$ cat src/hdl/rsu_pkg.sv
// shared types, constants and helpers of the rotor substitution unit
`timescale 1ns / 1ps
package rsu_pkg;

    // alphabet size of the rotor
    localparam int ALPHABET_LEN = 26;

    // field widths
    localparam int SYM_W  = 5;
    localparam int CHAR_W = 8;
    localparam int OP_W   = 2;
    localparam int SUM_W  = SYM_W + 1;
    localparam int ADDR_W = (ALPHABET_LEN > 1) ? $clog2(ALPHABET_LEN) : 1;
    localparam int CNT_W  = $clog2(ALPHABET_LEN + 1);
    localparam int TDATA_W = 24;

    localparam logic [SUM_W-1:0] LEN_SUM = SUM_W'(ALPHABET_LEN);
    localparam logic [CNT_W-1:0] LEN_CNT = CNT_W'(ALPHABET_LEN);

    // operation codes
    localparam logic [OP_W-1:0] OP_LOAD = 2'd0;
    localparam logic [OP_W-1:0] OP_FWD  = 2'd1;
    localparam logic [OP_W-1:0] OP_BWD  = 2'd2;

    // ascii constants
    localparam logic [CHAR_W-1:0] ASCII_UPPER_A = 8'h41;
    localparam logic [CHAR_W-1:0] ASCII_UPPER_Z = 8'h5A;
    localparam logic [CHAR_W-1:0] ASCII_LOWER_A = 8'h61;
    localparam logic [CHAR_W-1:0] ASCII_LOWER_Z = 8'h7A;
    localparam logic [CHAR_W-1:0] CASE_OFFSET   = 8'd32;

    // residue table for every 5-bit value
    typedef logic [(1 << SYM_W)-1:0][SYM_W-1:0] t_mod_tab;

    function automatic t_mod_tab build_mod_tab();
        t_mod_tab tab;
        for (int i = 0; i < (1 << SYM_W); i++) begin
            tab[i] = SYM_W'(i % ALPHABET_LEN);
        end
        return tab;
    endfunction

    localparam t_mod_tab MOD_TAB = build_mod_tab();

    function automatic logic [SYM_W-1:0] mod_len(input logic [SYM_W-1:0] x);
        return MOD_TAB[x];
    endfunction

    // one conditional subtract, input below twice the alphabet size
    function automatic logic [SYM_W-1:0] reduce_once(input logic [SUM_W-1:0] x);
        logic [SUM_W-1:0] d;
        d = (x >= LEN_SUM) ? (x - LEN_SUM) : x;
        return d[SYM_W-1:0];
    endfunction

    // controller to datapath
    typedef struct packed {
        logic load;      // load item accepted
        logic capture;   // pass item accepted
        logic prep;      // build table index and reverse shift
        logic fwd_rd;    // read table at shifted index
        logic fwd_res;   // forward result from read data
        logic search;    // backward search step
        logic bwd_done;  // backward result from search outcome
        logic out_load;  // move result into output register
    } t_cmd;

    // datapath to controller
    typedef struct packed {
        logic is_letter;
        logic cnt_end;
        logic hit;
        logic rd_pending;
    } t_sts;

endpackage

$ cat src/hdl/rsu_ram.sv
// generic single-port ram with registered read
`timescale 1ns / 1ps
module rsu_ram #(
    parameter int WIDTH = 8,
    parameter int DEPTH = 32
) (
    input  logic                                     i_clk,
    input  logic                                     i_we,
    input  logic                                     i_re,
    input  logic [((DEPTH > 1) ? $clog2(DEPTH) : 1)-1:0] i_addr,
    input  logic [WIDTH-1:0]                         i_wdata,
    output logic [WIDTH-1:0]                         o_rdata
);

    logic [WIDTH-1:0] r_mem [DEPTH];
    logic [WIDTH-1:0] r_rdata;

    always_ff @(posedge i_clk) begin
        if (i_we) begin
            r_mem[i_addr] <= i_wdata;
        end
        if (i_re) begin
            r_rdata <= r_mem[i_addr];
        end
    end

    assign o_rdata = r_rdata;

endmodule

$ cat src/hdl/rsu_ctrl.sv
// controller state machine of the rotor substitution unit
`timescale 1ns / 1ps
module rsu_ctrl (
    input  logic                     i_clk,
    input  logic                     i_rst_n,
    input  logic                     i_in_valid,
    input  logic [rsu_pkg::OP_W-1:0] i_op,
    output logic                     o_in_ready,
    output logic                     o_out_valid,
    input  logic                     i_out_ready,
    input  rsu_pkg::t_sts            i_sts,
    output rsu_pkg::t_cmd            o_cmd
);

    typedef enum logic [2:0] {
        S_IDLE,
        S_PREP,
        S_FWD_RD,
        S_FWD_RES,
        S_SEARCH,
        S_FINISH
    } t_state;

    t_state r_state, n_state;
    logic   r_is_bwd, n_is_bwd;
    logic   r_out_valid, n_out_valid;
    logic   w_accept;
    logic   w_search_end;

    assign o_in_ready   = (r_state == S_IDLE);
    assign w_accept     = i_in_valid && o_in_ready;
    assign w_search_end = i_sts.hit || (i_sts.cnt_end && !i_sts.rd_pending);

    always_comb begin
        n_state     = r_state;
        n_is_bwd    = r_is_bwd;
        n_out_valid = r_out_valid && !i_out_ready;
        o_cmd       = '0;
        unique case (r_state)
            S_IDLE: begin
                if (w_accept) begin
                    if (i_op == rsu_pkg::OP_LOAD) begin
                        o_cmd.load = 1'b1;
                    end else if (i_op == rsu_pkg::OP_FWD || i_op == rsu_pkg::OP_BWD) begin
                        o_cmd.capture = 1'b1;
                        n_is_bwd      = (i_op == rsu_pkg::OP_BWD);
                        n_state       = S_PREP;
                    end
                end
            end
            S_PREP: begin
                o_cmd.prep = 1'b1;
                if (!i_sts.is_letter) begin
                    n_state = S_FINISH;
                end else if (r_is_bwd) begin
                    n_state = S_SEARCH;
                end else begin
                    n_state = S_FWD_RD;
                end
            end
            S_FWD_RD: begin
                o_cmd.fwd_rd = 1'b1;
                n_state      = S_FWD_RES;
            end
            S_FWD_RES: begin
                o_cmd.fwd_res = 1'b1;
                n_state       = S_FINISH;
            end
            S_SEARCH: begin
                o_cmd.search = 1'b1;
                if (w_search_end) begin
                    o_cmd.bwd_done = 1'b1;
                    n_state        = S_FINISH;
                end
            end
            S_FINISH: begin
                if (!r_out_valid || i_out_ready) begin
                    o_cmd.out_load = 1'b1;
                    n_out_valid    = 1'b1;
                    n_state        = S_IDLE;
                end
            end
            default: begin
                n_state = S_IDLE;
            end
        endcase
    end

    always_ff @(posedge i_clk) begin
        if (!i_rst_n) begin
            r_state     <= S_IDLE;
            r_out_valid <= 1'b0;
        end else begin
            r_state     <= n_state;
            r_out_valid <= n_out_valid;
            r_is_bwd    <= n_is_bwd;
        end
    end

    assign o_out_valid = r_out_valid;

endmodule

$ cat src/hdl/rsu_datapath.sv
// datapath of the rotor substitution unit: shifts, table access, search, result
`timescale 1ns / 1ps
module rsu_datapath (
    input  logic                        i_clk,
    input  logic                        i_rst_n,
    input  rsu_pkg::t_cmd               i_cmd,
    output rsu_pkg::t_sts               o_sts,
    input  logic                        i_cfg_valid,
    input  logic [rsu_pkg::SYM_W-1:0]   i_cfg_data,
    input  logic [rsu_pkg::SYM_W-1:0]   i_entry_index,
    input  logic [rsu_pkg::SYM_W-1:0]   i_wiring_letter,
    input  logic [rsu_pkg::CHAR_W-1:0]  i_char_in,
    input  logic [rsu_pkg::SYM_W-1:0]   i_rotor_position,
    output logic [rsu_pkg::CHAR_W-1:0]  o_char_out
);

    localparam int SYM_W  = rsu_pkg::SYM_W;
    localparam int SUM_W  = rsu_pkg::SUM_W;
    localparam int CHAR_W = rsu_pkg::CHAR_W;
    localparam int ADDR_W = rsu_pkg::ADDR_W;
    localparam int CNT_W  = rsu_pkg::CNT_W;

    logic [SYM_W-1:0]  r_ring;
    logic [CHAR_W-1:0] r_char;
    logic              r_is_letter;
    logic              r_lower;
    logic [SYM_W-1:0]  r_letter;
    logic [SYM_W-1:0]  r_shift;
    logic [SYM_W-1:0]  r_idx;
    logic [SYM_W-1:0]  r_nshift;
    logic [CNT_W-1:0]  r_cnt;
    logic [CNT_W-1:0]  r_rd_idx;
    logic              r_rd_vld;
    logic [SYM_W-1:0]  r_res;
    logic [CHAR_W-1:0] r_out_data;

    logic              w_is_lower;
    logic              w_is_upper;
    logic [CHAR_W-1:0] w_letter8;
    logic [SYM_W-1:0]  w_shift;
    logic              w_cnt_end;
    logic              w_search_rd;
    logic              w_hit;
    logic [CNT_W-1:0]  w_found;
    logic              w_we;
    logic              w_re;
    logic [ADDR_W-1:0] w_addr;
    logic [SYM_W-1:0]  w_rdata;

    // letter classification on the incoming byte
    assign w_is_lower = (i_char_in >= rsu_pkg::ASCII_LOWER_A) &&
                        (i_char_in <= rsu_pkg::ASCII_LOWER_Z);
    assign w_is_upper = (i_char_in >= rsu_pkg::ASCII_UPPER_A) &&
                        (i_char_in <= rsu_pkg::ASCII_UPPER_Z);
    assign w_letter8  = i_char_in - (w_is_lower ? rsu_pkg::ASCII_LOWER_A
                                                : rsu_pkg::ASCII_UPPER_A);

    // position minus ring setting, modulo alphabet
    assign w_shift = rsu_pkg::reduce_once(SUM_W'(rsu_pkg::mod_len(i_rotor_position))
                                          + rsu_pkg::LEN_SUM
                                          - SUM_W'(rsu_pkg::mod_len(r_ring)));

    assign w_cnt_end   = (r_cnt == rsu_pkg::LEN_CNT);
    assign w_search_rd = i_cmd.search && !w_cnt_end;
    assign w_hit       = r_rd_vld && (w_rdata == r_idx);
    assign w_found     = w_hit ? r_rd_idx : rsu_pkg::LEN_CNT;

    // table port: loads from the input, reads at shifted index or search count
    assign w_we = i_cmd.load && (SUM_W'(i_entry_index) < rsu_pkg::LEN_SUM);
    assign w_re = i_cmd.fwd_rd || w_search_rd;

    always_comb begin
        if (i_cmd.load) begin
            w_addr = i_entry_index[ADDR_W-1:0];
        end else if (i_cmd.fwd_rd) begin
            w_addr = r_idx[ADDR_W-1:0];
        end else begin
            w_addr = r_cnt[ADDR_W-1:0];
        end
    end

    rsu_ram #(
        .WIDTH (SYM_W),
        .DEPTH (rsu_pkg::ALPHABET_LEN)
    ) u_table (
        .i_clk   (i_clk),
        .i_we    (w_we),
        .i_re    (w_re),
        .i_addr  (w_addr),
        .i_wdata (i_wiring_letter),
        .o_rdata (w_rdata)
    );

    always_ff @(posedge i_clk) begin
        if (!i_rst_n) begin
            r_ring   <= '0;
            r_rd_vld <= 1'b0;
        end else begin
            if (i_cfg_valid) begin
                r_ring <= i_cfg_data;
            end
            r_rd_vld <= w_search_rd;
        end
    end

    always_ff @(posedge i_clk) begin
        if (i_cmd.capture) begin
            r_char      <= i_char_in;
            r_is_letter <= w_is_lower || w_is_upper;
            r_lower     <= w_is_lower;
            r_letter    <= rsu_pkg::mod_len(w_letter8[SYM_W-1:0]);
            r_shift     <= w_shift;
        end
        if (i_cmd.prep) begin
            r_idx    <= rsu_pkg::reduce_once(SUM_W'(r_letter) + SUM_W'(r_shift));
            r_nshift <= rsu_pkg::reduce_once(rsu_pkg::LEN_SUM - SUM_W'(r_shift));
            r_cnt    <= '0;
        end else if (w_search_rd) begin
            r_cnt <= r_cnt + 1'b1;
        end
        r_rd_idx <= r_cnt;
        if (i_cmd.fwd_res) begin
            r_res <= rsu_pkg::reduce_once(SUM_W'(rsu_pkg::mod_len(w_rdata))
                                          + SUM_W'(r_nshift));
        end else if (i_cmd.bwd_done) begin
            r_res <= rsu_pkg::reduce_once(SUM_W'(w_found) + SUM_W'(r_nshift));
        end
        if (i_cmd.out_load) begin
            r_out_data <= r_is_letter
                ? (CHAR_W'(r_res) + rsu_pkg::ASCII_UPPER_A
                   + (r_lower ? rsu_pkg::CASE_OFFSET : '0))
                : r_char;
        end
    end

    assign o_sts.is_letter  = r_is_letter;
    assign o_sts.cnt_end    = w_cnt_end;
    assign o_sts.hit        = w_hit;
    assign o_sts.rd_pending = r_rd_vld;
    assign o_char_out       = r_out_data;

endmodule

$ cat src/hdl/rotor_substitution_unit.sv
// top level of the rotor substitution unit
// load item: writes the table entry at entry_index if in range, no result; a non-letter byte
// goes through prep and finish; forward pass: prep, table read, forward result, finish
// backward pass: prep, a table search up to a match or the last entry, finish; the search
//   reads one wiring entry per cycle from a single-port ram; next item taken after finish
// reset: synchronous, active low; clears controller state, output valid and ring setting
// the wiring table is not cleared and must be loaded before any pass reads it
`timescale 1ns / 1ps
module rotor_substitution_unit (
    input  logic                          i_clk,
    input  logic                          i_rst_n,
    // input item stream
    input  logic                          s_axis_tvalid,
    output logic                          s_axis_tready,
    // [4:0] entry_index, [9:5] wiring_letter, [17:10] char_in,
    // [22:18] rotor_position, [23] zero fill
    input  logic [rsu_pkg::TDATA_W-1:0]   s_axis_tdata,
    // [1:0] operation
    input  logic [rsu_pkg::OP_W-1:0]      s_axis_tuser,
    // result stream
    output logic                          m_axis_tvalid,
    input  logic                          m_axis_tready,
    // [7:0] char_out
    output logic [rsu_pkg::CHAR_W-1:0]    m_axis_tdata,
    // ring setting write channel
    input  logic                          i_cfg_valid,
    output logic                          o_cfg_ready,
    input  logic [rsu_pkg::SYM_W-1:0]     i_cfg_data
);

    rsu_pkg::t_cmd w_cmd;
    rsu_pkg::t_sts w_sts;

    // unpack the input transfer
    logic [rsu_pkg::SYM_W-1:0]  w_entry_index;
    logic [rsu_pkg::SYM_W-1:0]  w_wiring_letter;
    logic [rsu_pkg::CHAR_W-1:0] w_char_in;
    logic [rsu_pkg::SYM_W-1:0]  w_rotor_position;

    assign w_entry_index    = s_axis_tdata[4:0];
    assign w_wiring_letter  = s_axis_tdata[9:5];
    assign w_char_in        = s_axis_tdata[17:10];
    assign w_rotor_position = s_axis_tdata[22:18];

    // ring setting register takes a write in any cycle
    assign o_cfg_ready = 1'b1;

    // sequencing: accept, shift prep, table lookup or search, output hand-off
    rsu_ctrl u_ctrl (
        .i_clk       (i_clk),
        .i_rst_n     (i_rst_n),
        .i_in_valid  (s_axis_tvalid),
        .i_op        (s_axis_tuser),
        .o_in_ready  (s_axis_tready),
        .o_out_valid (m_axis_tvalid),
        .i_out_ready (m_axis_tready),
        .i_sts       (w_sts),
        .o_cmd       (w_cmd)
    );

    // modular shifts, wiring table and output register
    rsu_datapath u_datapath (
        .i_clk            (i_clk),
        .i_rst_n          (i_rst_n),
        .i_cmd            (w_cmd),
        .o_sts            (w_sts),
        .i_cfg_valid      (i_cfg_valid),
        .i_cfg_data       (i_cfg_data),
        .i_entry_index    (w_entry_index),
        .i_wiring_letter  (w_wiring_letter),
        .i_char_in        (w_char_in),
        .i_rotor_position (w_rotor_position),
        .o_char_out       (m_axis_tdata)
    );

endmodule

$ cat config.mk
export PLATFORM = sky130hd
export DESIGN_NAME = rotor_substitution_unit
export DESIGN_NICKNAME = d
export VERILOG_FILES = /design/src/hdl/rsu_pkg.sv /design/src/hdl/rsu_ram.sv /design/src/hdl/rsu_ctrl.sv /design/src/hdl/rsu_datapath.sv /design/src/hdl/rotor_substitution_unit.sv
export SDC_FILE = /design/constraint.sdc
export NUM_CORES = 1
export LEC_CHECK = 0
export ABC_CLOCK_PERIOD_IN_PS = 3650
export BUFFER_PORTS_ARGS = -buffer_cell sky130_fd_sc_hd__buf_2
export CAP_MARGIN = 20
export CORE_MARGIN = 1.5
export CORE_UTILIZATION = 38
export CTS_BUF_LIST = sky130_fd_sc_hd__clkbuf_2
export DETAILED_ROUTE_END_ITERATION = 8
export GPL_ROUTABILITY_DRIVEN = 0
export GPL_TIMING_DRIVEN = 0
export PLACE_DENSITY = 0.5
export SLEW_MARGIN = 30
export SYNTH_ARGS = -nofsm -noshare
export SYNTH_HDL_FRONTEND = slang
export SYNTH_SLANG_ARGS = --single-unit
export TNS_END_PERCENT = 5
$ cat constraint.sdc
create_clock -name i_clk -period 3.65 [get_ports i_clk]
set_input_delay 0.5475 -clock i_clk [delete_from_list [all_inputs] [get_ports i_clk]]
set_output_delay 0.5475 -clock i_clk [all_outputs]
set_load 0.005 [all_outputs]
==> results.py <==
metrics = {
    "outcome": {
        "status": "completed",
    },
    "timing": {
        "setup_viol": 0,
        "tightest_slew_ps": 848,
        "min_period_over_period_pct": 94.1,
        "hold_viol_final": 0,
        "setup_tns_ps": 0,
        "worst_slack_ps": 216,
        "fin_crit_ps": 3430,
        "rsz0062_at_grt": "no",
        "maxSlewHeadroom_pct": 43.5,
        "finalMaxSlewViolations": 0,
        "fin_skew_ps": 69.0,
        "max_freq_ghz": 0.291,
    },
    "worst_setup_path": {
        "reg2reg_from": "u_datapath.u_table.o_rdata[2]",
        "cp_data_arrival_time_ps": 3990,
        "rrSetupSlack_ps": 220,
        "worstSetupPathType": "reg -> reg",
        "critPathTopFamily": "compound AO/OA/AOI/OAI gates",
        "required_ps": 4200,
        "rr_endpoint": "u_datapath.r_res[2]",
        "worstPathCellList": "xor2_1 > nor4_1 > and3_2 > nand2b_1 > fa_1 > inv_1 > a22o_1 > a221oi_2 > a21oi_2 > mux2i_1 > mux2_2",
        "path_buf_inv": 1,
        "crit_path_top_delay_cell": "fa_1",
        "cp_max_fo": 7,
        "endpoint_kind": "flop",
        "start_kind": "flop",
        "critical_path.max_stage_delay_ps": 590,
        "rr_worst_depth": 11,
    },
    "synthesis": {
        "yosysWarnings": 0,
        "syn_area_sq_um": 9910,
        "ys_seq_area_share_pct": 59.3,
        "synthFlopType": "edfxtp_1",
        "synth_edf_count": 179,
        "postSynthCellCount": 877,
        "ys_types": 61,
        "ys_seq_elements": 204,
        "synthMuxAreaShare_pct": 2.61,
        "yosys.area_share.simple_pct": 14.9,
        "syn_nets": 956,
        "synth_xor_area_share_pct": 3.53,
        "synth_top_family_by_area": "simple AND/OR/NAND/NOR gates",
        "synthTopCellsByArea": "edfxtp_1, nand2_1, dfxtp_1",
        "synth_top_cell_by_area": "edfxtp_1",
        "synth-adder-area-share_pct": 5.73,
        "synth-compound-area-share_pct": 10.3,
        "synth_top_area_share_pct": 54.2,
        "avgSynthCellArea_sq_um": 11.3,
        "async_flop_share_pct": 0,
    },
    "clock_tree": {
        "cts_post_setup_buffers_inserted": 0,
        "max-clock-path-buffers": 3,
        "numCtsBuffers": 56,
        "clkTransAtPathRegs_ps": 100,
        "cts_root_buf": "clkbuf_2",
        "clkSinkCount": 204,
        "cts_tree": "yes",
        "cts-htree-levels": 2,
        "clk_latency_ps": 850,
    },
    "place": {
        "port_buffers": 43,
        "placedInstanceArea_sq_um": 10600,
        "pre_cts_slack_ps": 17.2,
        "hpwlAfterDp_um": 16300,
        "dpl.cell_count": 1251,
    },
    "detailed_routing": {
        "viasPerCell": 5.12,
        "wl_per_cell_um": 17.4,
        "drc_errors": 0,
        "drt_first_iter_violations": 474,
        "dr.pass1.iters": 5,
        "postRouteWirelength_um": 23700,
        "num_vias": 6973,
        "ant_nets": 0,
    },
    "floorplan": {
        "ios": 47,
        "initial_core_util_pct": 39.0,
        "die_w_um": 165,
        "core_area_sq_um": 25400,
        "die_area_sq_um": 27100,
        "fp.dieH_um": 165,
        "row_count": 58,
    },
    "layout": {
        "layout_commonest_cell": "edfxtp_1",
        "fill_cells": 2517,
        "syn_to_final_growth_pct": 12.9,
        "multi_input_area_sq_um": 3700,
        "nets": 1070,
        "mostFrequentLayoutCells": "edfxtp_1, nand2_1, clkbuf_2, nor2_1, buf_2",
        "layout.cell_area.non_filler_sq_um": 11200,
        "drive_gt1_share_pct": 17.2,
        "post-route-util_pct": 44.0,
        "seqCellArea_sq_um": 5880,
        "finalNonFillerCells": 1363,
    },
    "min_path": {
        "hold_path_end": "u_datapath.r_ring[2]",
        "min_path_cells": 4,
        "worstHoldStart": "i_cfg_data[2]",
        "hp-class": "in -> reg",
    },
    "pwr": {
        "max-vdd-ir-drop_mv": 0.204,
        "p_leak_nw": 4.27,
        "power-per-cell-area_nw_per_um2": 515,
    },
    "grt": {
        "antenna_found_initial": 1,
        "overflow": 0,
        "grt_pass1_wl_um": 37100,
        "grt_pass1_vias": 6748,
        "grt_usage_pct": 18.3,
        "grt_start_max_net_pins": 27,
    },
    "job": {
        "cap_violations": 0,
    },
}
-- routing by layer --
layer  vias to the layer above  GRT usage, %  share of wire, %
met4                         0          5.86               1.6
met3                        33          3.26               4.9
met1                      3327          26.8                49
met5                         -             0                 0
met2                       188          27.4                44
li1                       3425             -                 -
-- area by class of cell --
cell class	count	share of cell area, %
tap	330	3.69
clock inverter	13	0.559
clock buffer	86	3.85
antenna	1	0.0224
multi-input combinational	592	33.1
buffer	37	1.76
sequential	204	52.5
timing repair buffer	56	3.06
inverter	44	1.48
-- registers in the layout, indices dropped and copies added, names as in the netlist, 3 cells and up, named ones only --
name / flops
u_ctrl.r_state: 3
u_datapath.o_char_out: 8
u_datapath.r_char: 8
u_datapath.r_cnt: 5
u_datapath.r_idx: 5
u_datapath.r_letter: 5
u_datapath.r_nshift: 5
u_datapath.r_rd_idx: 5
u_datapath.r_res: 5
u_datapath.r_ring: 5
u_datapath.r_shift: 5
u_datapath.u_table.o_rdata: 5
u_datapath.u_table.r_mem: 130
-- through the flow --
stage          total power [mW]  hold WS (ps)
2_1_floorplan              3.78           386
3_3_place_gp               4.20           420
3_5_place_dp               4.20           418
4_1_cts                    5.83          7.50
5_1_grt                    6.12          41.8
6_report                   5.77          98.7
-- repair_timing --
item	4_1_cts	5_1_grt
setup endpoints to repair	1	3
pin swaps	0	0
gates resized for setup	1	2
endpoints found under the hold margin	17	0
hold buffers	12	0
-- where the power goes --
group / internal [mW] / leakage, nW / total [mW] / switching (mW)
sequential: 2.66 / 1.82 / 2.73 / 0.0651
combinational: 0.551 / 2.07 / 1.43 / 0.882
clock: 0.626 / 0.380 / 1.60 / 0.978
-- Yosys cell counts (3+ instances only) --
library cell and number:
nor3_1 11, mux2i_1 18, buf_6 4, inv_1 44
nor2_1 71, xor2_1 15, fa_1 4, a21oi_1 46
and2_1 4, a211oi_2 3, a31oi_1 16, a21o_1 7
edfxtp_1 179, nand3_1 53, or3_1 5, nand4_1 7
a21boi_0 4, nor3b_1 5, buf_4 3, xnor2_1 25
o22ai_1 4, nand2_1 147, o21ai_0 21, ha_1 39
mux2_2 7, a22oi_1 10, a22o_1 4, o21a_1 5
clkbuf_1 17, nand2b_1 13, nand3b_1 5, a211oi_1 5
a221oi_1 7, buf_2 13, dfxtp_1 25
-- worst min-delay path, stage by stage --
cell,delay (ps)
buf_2,70
mux2_2,130
nand2_1,80
inv_1,70
-- kinds of logic after synthesis --
family                     Yosys count
and+or+nand+nor                    331
DFF                                204
AOI/OAI and AO/OA                  152
buffers and inverters               81
adders and majority gates           43
xor gates and xnor gates            40
muxes                               25
other                                1
-- how the worst max path moves through the flow --
stage                                       start                   to  slack [ps]  depth (start not counted)
floorplan           u_datapath.u_table.o_rdata[2]  u_datapath.r_res[2]         460                         11
global placement    u_datapath.u_table.o_rdata[2]  u_datapath.r_res[2]         -20                         11
detailed placement  u_datapath.u_table.o_rdata[2]  u_datapath.r_res[2]          20                         11
CTS                 u_datapath.u_table.o_rdata[2]  u_datapath.r_res[2]          50                         11
global route        u_datapath.u_table.o_rdata[2]  u_datapath.r_res[2]          20                         11
finish              u_datapath.u_table.o_rdata[2]  u_datapath.r_res[2]         220                         11
No activity file was read; power rests on OpenSTA's default activity.
